===== src/rtl/core/hcpid_pkg.sv =====
package hcpid_pkg;

   // Gain fixed point and integral width
   localparam int GAIN_FRAC_BITS = 8;
   localparam int SUM_WIDTH      = 32;

   localparam int TEMP_W  = 16;
   localparam int GAIN_W  = 20;
   localparam int DUTY_W  = 16;
   localparam int ERR_W   = TEMP_W + 1;
   localparam int DERIV_W = ERR_W + 1;

   // Signed P/D products of a zero-extended gain; I is unsigned
   localparam int P_W    = GAIN_W + 1 + ERR_W;
   localparam int D_W    = GAIN_W + 1 + DERIV_W;
   localparam int IMAG_W = GAIN_W + SUM_WIDTH;

   // Integral term saturates at magnitude 2**TERM_LIMIT_LOG2
   localparam int TERM_LIMIT_LOG2 = 60;
   localparam int TERM_W          = TERM_LIMIT_LOG2 + 1;
   localparam int IEXT_W          = (IMAG_W > TERM_W) ? IMAG_W : TERM_W;
   localparam int TOTAL_W         = TERM_W + 3;

   localparam int CSR_IDX_W  = 3;
   localparam int CSR_DATA_W = GAIN_W;

   typedef enum logic [CSR_IDX_W-1:0] {
      CSR_SETPOINT,
      CSR_DEADBAND,
      CSR_GAIN_P,
      CSR_GAIN_I,
      CSR_GAIN_D,
      CSR_PWM_FS
   } csr_index_type;

   typedef struct packed {
      logic [ERR_W-1:0]     err;
      logic [DERIV_W-1:0]   deriv;
      logic [SUM_WIDTH-1:0] esum;
      logic                 hold;
   } err_stage_type;

   typedef struct packed {
      logic [P_W-1:0]    p_term;
      logic [D_W-1:0]    d_term;
      logic [IMAG_W-1:0] i_mag;
      logic              i_neg;
      logic              hold;
   } mult_stage_type;

endpackage


===== src/rtl/core/heat_cool_pid_controller_top.sv =====
// Heat/cool PID temperature controller with deadband.
// Request channel (req_valid/req_ready/req_temp_sample): one temperature
// sample per request, in hundredths of a degree. Response channel
// (rsp_valid/rsp_ready/rsp_*): exactly one response per request, in order,
// carrying the heat duty, the cool duty and the holding flag.
// Configuration port (csr_wr_en/csr_index/csr_wdata): write-only registers
// setpoint, deadband, three Q12.8 gains and PWM full scale; unused indexes
// are dropped. Write them only while no request is in flight.
// Throughput: one request per cycle while rsp_ready is high. The response
// passes the sample register, error/integral stage, multiplier stage and
// duty/output register. The integral and the previous error are updated as
// a request enters the error stage, so back-to-back samples chain through
// them without a gap.
// Reset: configuration returns to its defaults, the integral, previous error
// and held duties clear, and the pipeline empties.
// Receiver stall: the response register holds; each stage keeps advancing
// into empty slots ahead of it, so requests are still taken until every
// stage is full.
module heat_cool_pid_controller_top import hcpid_pkg::*; (
   input  logic                  clock,
   input  logic                  reset,

   input  logic                  req_valid,
   output logic                  req_ready,
   input  logic [TEMP_W-1:0]     req_temp_sample,

   output logic                  rsp_valid,
   input  logic                  rsp_ready,
   output logic [DUTY_W-1:0]     rsp_heat_duty,
   output logic [DUTY_W-1:0]     rsp_cool_duty,
   output logic                  rsp_holding,

   input  logic                  csr_wr_en,
   input  logic [CSR_IDX_W-1:0]  csr_index,
   input  logic [CSR_DATA_W-1:0] csr_wdata
);

   // Configuration registers
   logic [TEMP_W-1:0] setpoint_ff;
   logic [TEMP_W-1:0] deadband_ff;
   logic [GAIN_W-1:0] gain_p_ff;
   logic [GAIN_W-1:0] gain_i_ff;
   logic [GAIN_W-1:0] gain_d_ff;
   logic [DUTY_W-1:0] full_scale_ff;

   // Pipeline occupancy
   logic              sample_valid_ff;
   logic              err_valid_ff;
   logic              mult_valid_ff;
   logic              rsp_valid_ff;
   logic [TEMP_W-1:0] sample_ff;

   logic              ready_rsp;
   logic              ready_mult;
   logic              ready_err;
   logic              ready_sample;

   err_stage_type     err_stage;
   mult_stage_type    mult_stage;

   always_ff @(posedge clock) begin
      if (reset) begin
         setpoint_ff   <= TEMP_W'(2500);
         deadband_ff   <= TEMP_W'(40);
         gain_p_ff     <= GAIN_W'(64000);
         gain_i_ff     <= '0;
         gain_d_ff     <= '0;
         full_scale_ff <= DUTY_W'(1000);
      end else if (csr_wr_en) begin
         unique case (csr_index)
            CSR_SETPOINT: setpoint_ff   <= csr_wdata[TEMP_W-1:0];
            CSR_DEADBAND: deadband_ff   <= csr_wdata[TEMP_W-1:0];
            CSR_GAIN_P:   gain_p_ff     <= csr_wdata[GAIN_W-1:0];
            CSR_GAIN_I:   gain_i_ff     <= csr_wdata[GAIN_W-1:0];
            CSR_GAIN_D:   gain_d_ff     <= csr_wdata[GAIN_W-1:0];
            CSR_PWM_FS:   full_scale_ff <= csr_wdata[DUTY_W-1:0];
            default: ;
         endcase
      end
   end

   // A stage may load when it is empty or its contents move on this cycle
   always_comb begin
      ready_rsp    = !rsp_valid_ff || rsp_ready;
      ready_mult   = !mult_valid_ff || ready_rsp;
      ready_err    = !err_valid_ff || ready_mult;
      ready_sample = !sample_valid_ff || ready_err;
   end

   assign req_ready = ready_sample;

   always_ff @(posedge clock) begin
      if (reset) begin
         sample_valid_ff <= 1'b0;
         err_valid_ff    <= 1'b0;
         mult_valid_ff   <= 1'b0;
         rsp_valid_ff    <= 1'b0;
      end else begin
         if (ready_sample) begin
            sample_valid_ff <= req_valid;
         end
         if (ready_err) begin
            err_valid_ff <= sample_valid_ff;
         end
         if (ready_mult) begin
            mult_valid_ff <= err_valid_ff;
         end
         if (ready_rsp) begin
            rsp_valid_ff <= mult_valid_ff;
         end
      end
   end

   // Capture the sample of an accepted request
   always_ff @(posedge clock) begin
      if (req_valid && ready_sample) begin
         sample_ff <= req_temp_sample;
      end
   end

   hcpid_err_stage u_err_stage (
      .clock    (clock),
      .reset    (reset),
      .load     (sample_valid_ff && ready_err),
      .sample   (sample_ff),
      .setpoint (setpoint_ff),
      .deadband (deadband_ff),
      .stage_ff (err_stage)
   );

   hcpid_mult_stage u_mult_stage (
      .clock    (clock),
      .load     (err_valid_ff && ready_mult),
      .stage    (err_stage),
      .gain_p   (gain_p_ff),
      .gain_i   (gain_i_ff),
      .gain_d   (gain_d_ff),
      .stage_ff (mult_stage)
   );

   hcpid_duty_stage u_duty_stage (
      .clock      (clock),
      .reset      (reset),
      .load       (mult_valid_ff && ready_rsp),
      .stage      (mult_stage),
      .full_scale (full_scale_ff),
      .heat_duty  (rsp_heat_duty),
      .cool_duty  (rsp_cool_duty),
      .holding    (rsp_holding)
   );

   assign rsp_valid = rsp_valid_ff;

endmodule


===== src/rtl/core/hcpid_err_stage.sv =====
module hcpid_err_stage import hcpid_pkg::*; (
   input  logic                clock,
   input  logic                reset,
   input  logic                load,
   input  logic [TEMP_W-1:0]   sample,
   input  logic [TEMP_W-1:0]   setpoint,
   input  logic [TEMP_W-1:0]   deadband,
   output err_stage_type       stage_ff
);

   logic [SUM_WIDTH-1:0] error_sum_ff;
   logic [SUM_WIDTH-1:0] error_sum_in;
   logic [ERR_W-1:0]     last_error_ff;
   logic [ERR_W-1:0]     last_error_in;
   err_stage_type        stage_in;

   logic [ERR_W-1:0]     err;
   logic [ERR_W-1:0]     err_mag;
   logic [SUM_WIDTH:0]   sum_wide;
   logic [SUM_WIDTH-1:0] sum_sat;
   logic                 hold;

   always_comb begin
      err      = {1'b0, setpoint} - {1'b0, sample};
      err_mag  = err[ERR_W-1] ? (~err + 1'b1) : err;
      hold     = (err_mag <= {1'b0, deadband});
      sum_wide = {error_sum_ff[SUM_WIDTH-1], error_sum_ff}
               + {{(SUM_WIDTH + 1 - ERR_W){err[ERR_W-1]}}, err};
      // Clamp to the signed range on overflow
      if (sum_wide[SUM_WIDTH] != sum_wide[SUM_WIDTH-1]) begin
         sum_sat = sum_wide[SUM_WIDTH] ? {1'b1, {(SUM_WIDTH-1){1'b0}}}
                                       : {1'b0, {(SUM_WIDTH-1){1'b1}}};
      end else begin
         sum_sat = sum_wide[SUM_WIDTH-1:0];
      end
      error_sum_in   = hold ? '0 : sum_sat;
      last_error_in  = hold ? '0 : err;
      stage_in.err   = err;
      stage_in.deriv = {err[ERR_W-1], err} - {last_error_ff[ERR_W-1], last_error_ff};
      stage_in.esum  = sum_sat;
      stage_in.hold  = hold;
   end

   always_ff @(posedge clock) begin
      if (reset) begin
         error_sum_ff  <= '0;
         last_error_ff <= '0;
      end else if (load) begin
         error_sum_ff  <= error_sum_in;
         last_error_ff <= last_error_in;
      end
   end

   always_ff @(posedge clock) begin
      if (load) begin
         stage_ff <= stage_in;
      end
   end

endmodule


===== src/rtl/core/hcpid_mult_stage.sv =====
module hcpid_mult_stage import hcpid_pkg::*; (
   input  logic                clock,
   input  logic                load,
   input  err_stage_type       stage,
   input  logic [GAIN_W-1:0]   gain_p,
   input  logic [GAIN_W-1:0]   gain_i,
   input  logic [GAIN_W-1:0]   gain_d,
   output mult_stage_type      stage_ff
);

   mult_stage_type       stage_in;
   logic [SUM_WIDTH-1:0] esum_mag;

   always_comb begin
      esum_mag = stage.esum[SUM_WIDTH-1] ? (~stage.esum + 1'b1) : stage.esum;
      stage_in.p_term = $signed({1'b0, gain_p}) * $signed(stage.err);
      stage_in.d_term = $signed({1'b0, gain_d}) * $signed(stage.deriv);
      stage_in.i_mag  = IMAG_W'(gain_i) * IMAG_W'(esum_mag);
      stage_in.i_neg  = stage.esum[SUM_WIDTH-1];
      stage_in.hold   = stage.hold;
   end

   always_ff @(posedge clock) begin
      if (load) begin
         stage_ff <= stage_in;
      end
   end

endmodule


===== src/rtl/core/hcpid_duty_stage.sv =====
module hcpid_duty_stage import hcpid_pkg::*; (
   input  logic                clock,
   input  logic                reset,
   input  logic                load,
   input  mult_stage_type      stage,
   input  logic [DUTY_W-1:0]   full_scale,
   output logic [DUTY_W-1:0]   heat_duty,
   output logic [DUTY_W-1:0]   cool_duty,
   output logic                holding
);

   logic [DUTY_W-1:0]  heat_level_ff;
   logic [DUTY_W-1:0]  heat_level_in;
   logic [DUTY_W-1:0]  cool_level_ff;
   logic [DUTY_W-1:0]  cool_level_in;
   logic               holding_ff;
   logic               holding_in;

   logic [IEXT_W-1:0]  i_ext;
   logic [IEXT_W-1:0]  i_limit;
   logic [IEXT_W-1:0]  i_sat;
   logic [TOTAL_W-1:0] i_term;
   logic [TOTAL_W-1:0] pid_sum;
   logic [TOTAL_W-1:0] sum_mag;
   logic [TOTAL_W-1:0] shifted;
   logic [DUTY_W-1:0]  duty;
   logic               positive;

   always_comb begin
      i_ext   = IEXT_W'(stage.i_mag);
      i_limit = IEXT_W'(1) << TERM_LIMIT_LOG2;
      i_sat   = (i_ext > i_limit) ? i_limit : i_ext;
      i_term  = {{(TOTAL_W - TERM_W){1'b0}}, i_sat[TERM_W-1:0]};
      if (stage.i_neg) begin
         i_term = ~i_term + 1'b1;
      end
      pid_sum = {{(TOTAL_W - P_W){stage.p_term[P_W-1]}}, stage.p_term}
              + {{(TOTAL_W - D_W){stage.d_term[D_W-1]}}, stage.d_term}
              + i_term;
      positive = !pid_sum[TOTAL_W-1] && (|pid_sum);
      sum_mag  = pid_sum[TOTAL_W-1] ? (~pid_sum + 1'b1) : pid_sum;
      shifted  = sum_mag >> GAIN_FRAC_BITS;
      duty     = (shifted > TOTAL_W'(full_scale)) ? full_scale : shifted[DUTY_W-1:0];

      heat_level_in = heat_level_ff;
      cool_level_in = cool_level_ff;
      holding_in    = stage.hold;
      if (stage.hold) begin
         heat_level_in = heat_level_ff;
      end else if (positive) begin
         heat_level_in = duty;
         cool_level_in = '0;
      end else begin
         heat_level_in = '0;
         cool_level_in = duty;
      end
   end

   always_ff @(posedge clock) begin
      if (reset) begin
         heat_level_ff <= '0;
         cool_level_ff <= '0;
         holding_ff    <= 1'b0;
      end else if (load) begin
         heat_level_ff <= heat_level_in;
         cool_level_ff <= cool_level_in;
         holding_ff    <= holding_in;
      end
   end

   assign heat_duty = heat_level_ff;
   assign cool_duty = cool_level_ff;
   assign holding   = holding_ff;

endmodule

===== config.mk =====
export PLATFORM = sky130hd
export DESIGN_NAME = heat_cool_pid_controller_top
export DESIGN_NICKNAME = d
export VERILOG_FILES = /design/src/rtl/core/hcpid_pkg.sv /design/src/rtl/core/heat_cool_pid_controller_top.sv /design/src/rtl/core/hcpid_err_stage.sv /design/src/rtl/core/hcpid_mult_stage.sv /design/src/rtl/core/hcpid_duty_stage.sv
export SDC_FILE = /design/constraint.sdc
export NUM_CORES = 2
export LEC_CHECK = 0
export ABC_AREA = 0
export BUFFER_PORTS_ARGS = -buffer_cell sky130_fd_sc_hd__buf_4
export CAP_MARGIN = 20
export CORE_MARGIN = 2
export CORE_UTILIZATION = 55
export CTS_CLUSTER_DIAMETER = 120
export DETAILED_ROUTE_END_ITERATION = 12
export GPL_TIMING_DRIVEN = 0
export PLACE_DENSITY = 0.74
export SLEW_MARGIN = 20
export SYNTH_ARGS = -nofsm -noshare
export SYNTH_HDL_FRONTEND = slang
export SYNTH_HIERARCHICAL = 1
export SYNTH_SLANG_ARGS = --single-unit

===== constraint.sdc =====
create_clock -name clock -period 11.37 [get_ports clock]
set_input_delay 1.7055 -clock clock [delete_from_list [all_inputs] [get_ports clock]]
set_output_delay 1.7055 -clock clock [all_outputs]
set_load 0.01 [all_outputs]

==> flow_summary.toml <==
[global_route]
grt_pass1_vias = 59259
grt_overflow = 0
grt_max_degree = 63
grt_usage_pct = 32.65
antenna_found_initial = 11
grt_pass1_wl_um = 334700

[die]
coreArea_sq_um = 129600
die_w_um = 365.5
io_pins = 79
start_util_pct = 55.45
dieArea_sq_um = 133600
fp.dieH_um = 365.5
std_cell_rows = 132

[routing]
num_vias = 58442
initialDrtViolationCount = 5608
antenna_left = 0
drtPass1Iterations = 6
drc = 0
drt_wl_total_um = 217200
drt-vias-per-instance = 5.866
wl_per_cell_um = 21.81

[placed_design]
post-place-ws_ps = -2089
place_congestion = 1.029
io_buffers = 77
placed_area_sq_um = 74840
hpwl_um = 176900
place_inst = 9856

[synthesis]
yosys.area_share.simple_pct = 17.86
synth_top_family_by_area = "adder cells"
synth_nets = 9808
seq_area_frac_synth_pct = 14.38
syn_area_sq_um = 71890
yosys_register_bits = 409
async_flop_share_pct = 0
syn-instance-count = 8031
syn_area_per_cell_sq_um = 8.952
synth-adder-area-share_pct = 41.63
synth_xor_area_share_pct = 4.276
ys_warn_count = 6
synth_mux_area_share_pct = 1.674
ys_types = 114
synth_compound_area_share_pct = 10.88
synth_edf_count = 215
synth_top_flop_cell = "edfxtp_1"

[finish]
stdcell_area_sq_um = 77120
fin_nets = 9954
final_cells = 9963
layout_common_cells = "inv_1, fa_1, nand2_1"
n_fill_cell = 11106
final_common_cell = "inv_1"
drive_above_1_share_pct = 4.333
syn_to_final_growth_pct = 7.262

[power_and_ir_drop]
power_density_nw_per_um2 = 204.7
power_mw = 15.78
vdd.ir_drop.worst_mv = 0.2639
leakage_nw = 36.59

[clock_network]
cts_max_path_buffers = 3
cts_made_buffers = 47
clkTransAtPathRegs_ps = 50
clockRootBuffer = "clkbuf_16"
htree_levels = 2
cts_sinks = 409
clock_latency_ps = 650
cts_tree = "built"
cts_hold_buf = 0

[sta]
hold_violations = 0
slew_headroom_pct = 22.66
clock_skew_ps = 47.76
drv_slew = 0
setup_viol = 0
finalSetupTns_ps = 0
min_period_over_period_pct = 96.12
fin_crit_ps = 10930
worst_slack_ps = 441.3
tightest_slew_ps = 1156
max_freq_mhz = 91.50

[critical_path]
crit_path_end_kind = "flop"
cp-start-kind = "flop"
crit_fanout = 19
max_stage_delay_ps = 580
critPathKind = "flop to flop"
worstSetupStartpoint = "u_mult_stage/stage_ff[54]"
cp.arrival_ps = 11450
regToRegStartpoint = "u_mult_stage/stage_ff[54]"
crit_required_ps = 11890
cpMostUsedCell = "o21a_1"
slowest_stage = "or4b_4"

[run]
maxCapViolations = 0

[status]
status = "complete, no violations"

[hold_path]
min_from = "u_duty_stage/cool_duty[15]"
hp-class = "flop to flop"
Yosys cell counts (18+ instances only):
cell type / number / area share, %
o31ai_1: 52 / 0.54
a21o_1: 141 / 1.5
nor2b_1: 41 / 0.36
a21oi_1: 288 / 2.0
nand3_1: 90 / 0.63
o211ai_1: 29 / 0.30
clkbuf_1: 341 / 1.8
o21bai_1: 38 / 0.40
edfxtp_1: 215 / 9.0
nand4_1: 61 / 0.53
nor3_1: 61 / 0.42
nor2_1: 247 / 1.3
xnor2_1: 255 / 3.1
inv_1: 1384 / 7.2
dfxtp_1: 194 / 5.4
buf_2: 18 / 0.13
a31oi_1: 33 / 0.29
and3_1: 35 / 0.30
xor2_1: 96 / 1.2
mux2i_1: 118 / 1.6
a21boi_0: 18 / 0.19
a22o_1: 38 / 0.46
o21ai_0: 208 / 1.4
fa_1: 1098 / 31
nand2_1: 941 / 4.9
or4_1: 20 / 0.21
or3_1: 45 / 0.39
o21ai_1: 27 / 0.19
o21a_1: 61 / 0.64
ha_1: 635 / 11
nand2b_1: 183 / 1.6
a211oi_1: 44 / 0.46
nor4_1: 24 / 0.21
and2_1: 633 / 5.5
final timing paths:
kind / endpoint / slack [ps] / cells after the start
worst max-delay path: u_duty_stage/heat_duty[0] / 440 / 50
worst min-delay path: u_duty_stage/cool_duty[15] / 450 / 2
worst max register to register: u_duty_stage/heat_duty[0] / 440 / 50
worst min register to register: u_duty_stage/cool_duty[15] / 450 / 2
stage by stage:
step	hold WS [ps]	util (%)
2_1_floorplan	400.3	-
3_3_place_gp	440.2	57.58
3_5_place_dp	444.4	57.72
4_1_cts	455.2	59.21
5_1_grt	476.2	59.47
6_report	455.0	59.48
sequential cells by signal, indices dropped and copies added, names as in the netlist:
signal and flops:
sample_ff 16, u_duty_stage/cool_duty 16, gain_d_ff 20, u_mult_stage/stage_ff 131, err_valid_ff 1, rsp_valid 1
sample_valid_ff 1, gain_p_ff 20, deadband_ff 16, setpoint_ff 16, gain_i_ff 20, mult_valid_ff 1
u_err_stage/last_error_ff 17, u_err_stage/error_sum_ff 32, full_scale_ff 16, u_duty_stage/heat_duty 16, u_duty_stage/holding 1, u_err_stage/stage_ff 68
critical path: cells and delay by family, from the launching register on:
kind	cells	cell delay, ps
compound gates	28	4850
simple gates	9	2750
fa+ha+maj	4	1310
buf+inv	6	960
xor+xnor	3	550
flops	1	390
repair_timing:
action,in CTS,in global routing
pin swaps,6,12
setup endpoints to repair,32,32
gates resized for setup,35,50
buffers inserted,6,12
gates cloned,1,0
layer usage:
metal / wire (um) / part of all wire, % / GRT usage, % / up-vias
li1: - / - / - / 26090
met1: 86050 / 40 / 42.51 / 28768
met2: 93420 / 43 / 50.05 / 3013
met3: 27290 / 13 / 10.81 / 567
met4: 10470 / 4.8 / 13.40 / 4
met5: 26 / 0.012 / 0 / -
cells by family (layout without fill, tap and decap cells):
logic type,after synthesis,after routing
AND/OR/NAND/NOR,2498,2498
XOR/XNOR,351,351
other,0,5
buffers and inverters,1756,1941
adder cells (fa/ha/maj),1733,1733
multiplexers,120,120
flip-flops,409,409
AO/OA/AOI/OAI,1164,1164
power by group:
| group | switching (mW) | internal [mW] | total (mW) |
|---|---|---|---|
| Clock | 0.663 | 0.988 | 1.65 |
| Sequential | 0.173 | 2.06 | 2.24 |
| Combinational | 7.99 | 3.90 | 11.9 |
| Total | 8.83 | 6.96 | 15.8 |
area by class of cell:
type	instances	area [sq um]	share of cell area, %
diodes	5	12.51	0.01623
plain buffers	366	1489	1.931
clock buffers	65	1394	1.807
clock inverters	23	332.8	0.4316
inverters	1385	5202	6.746
multi-input cells	5866	55310	71.72
flip-flops and latches	409	10340	13.41
well taps	1742	2180	2.826
repair buffers	101	847.1	1.098
repair inverters	1	7.507	0.009735
(Power assumes the default switching activity.)
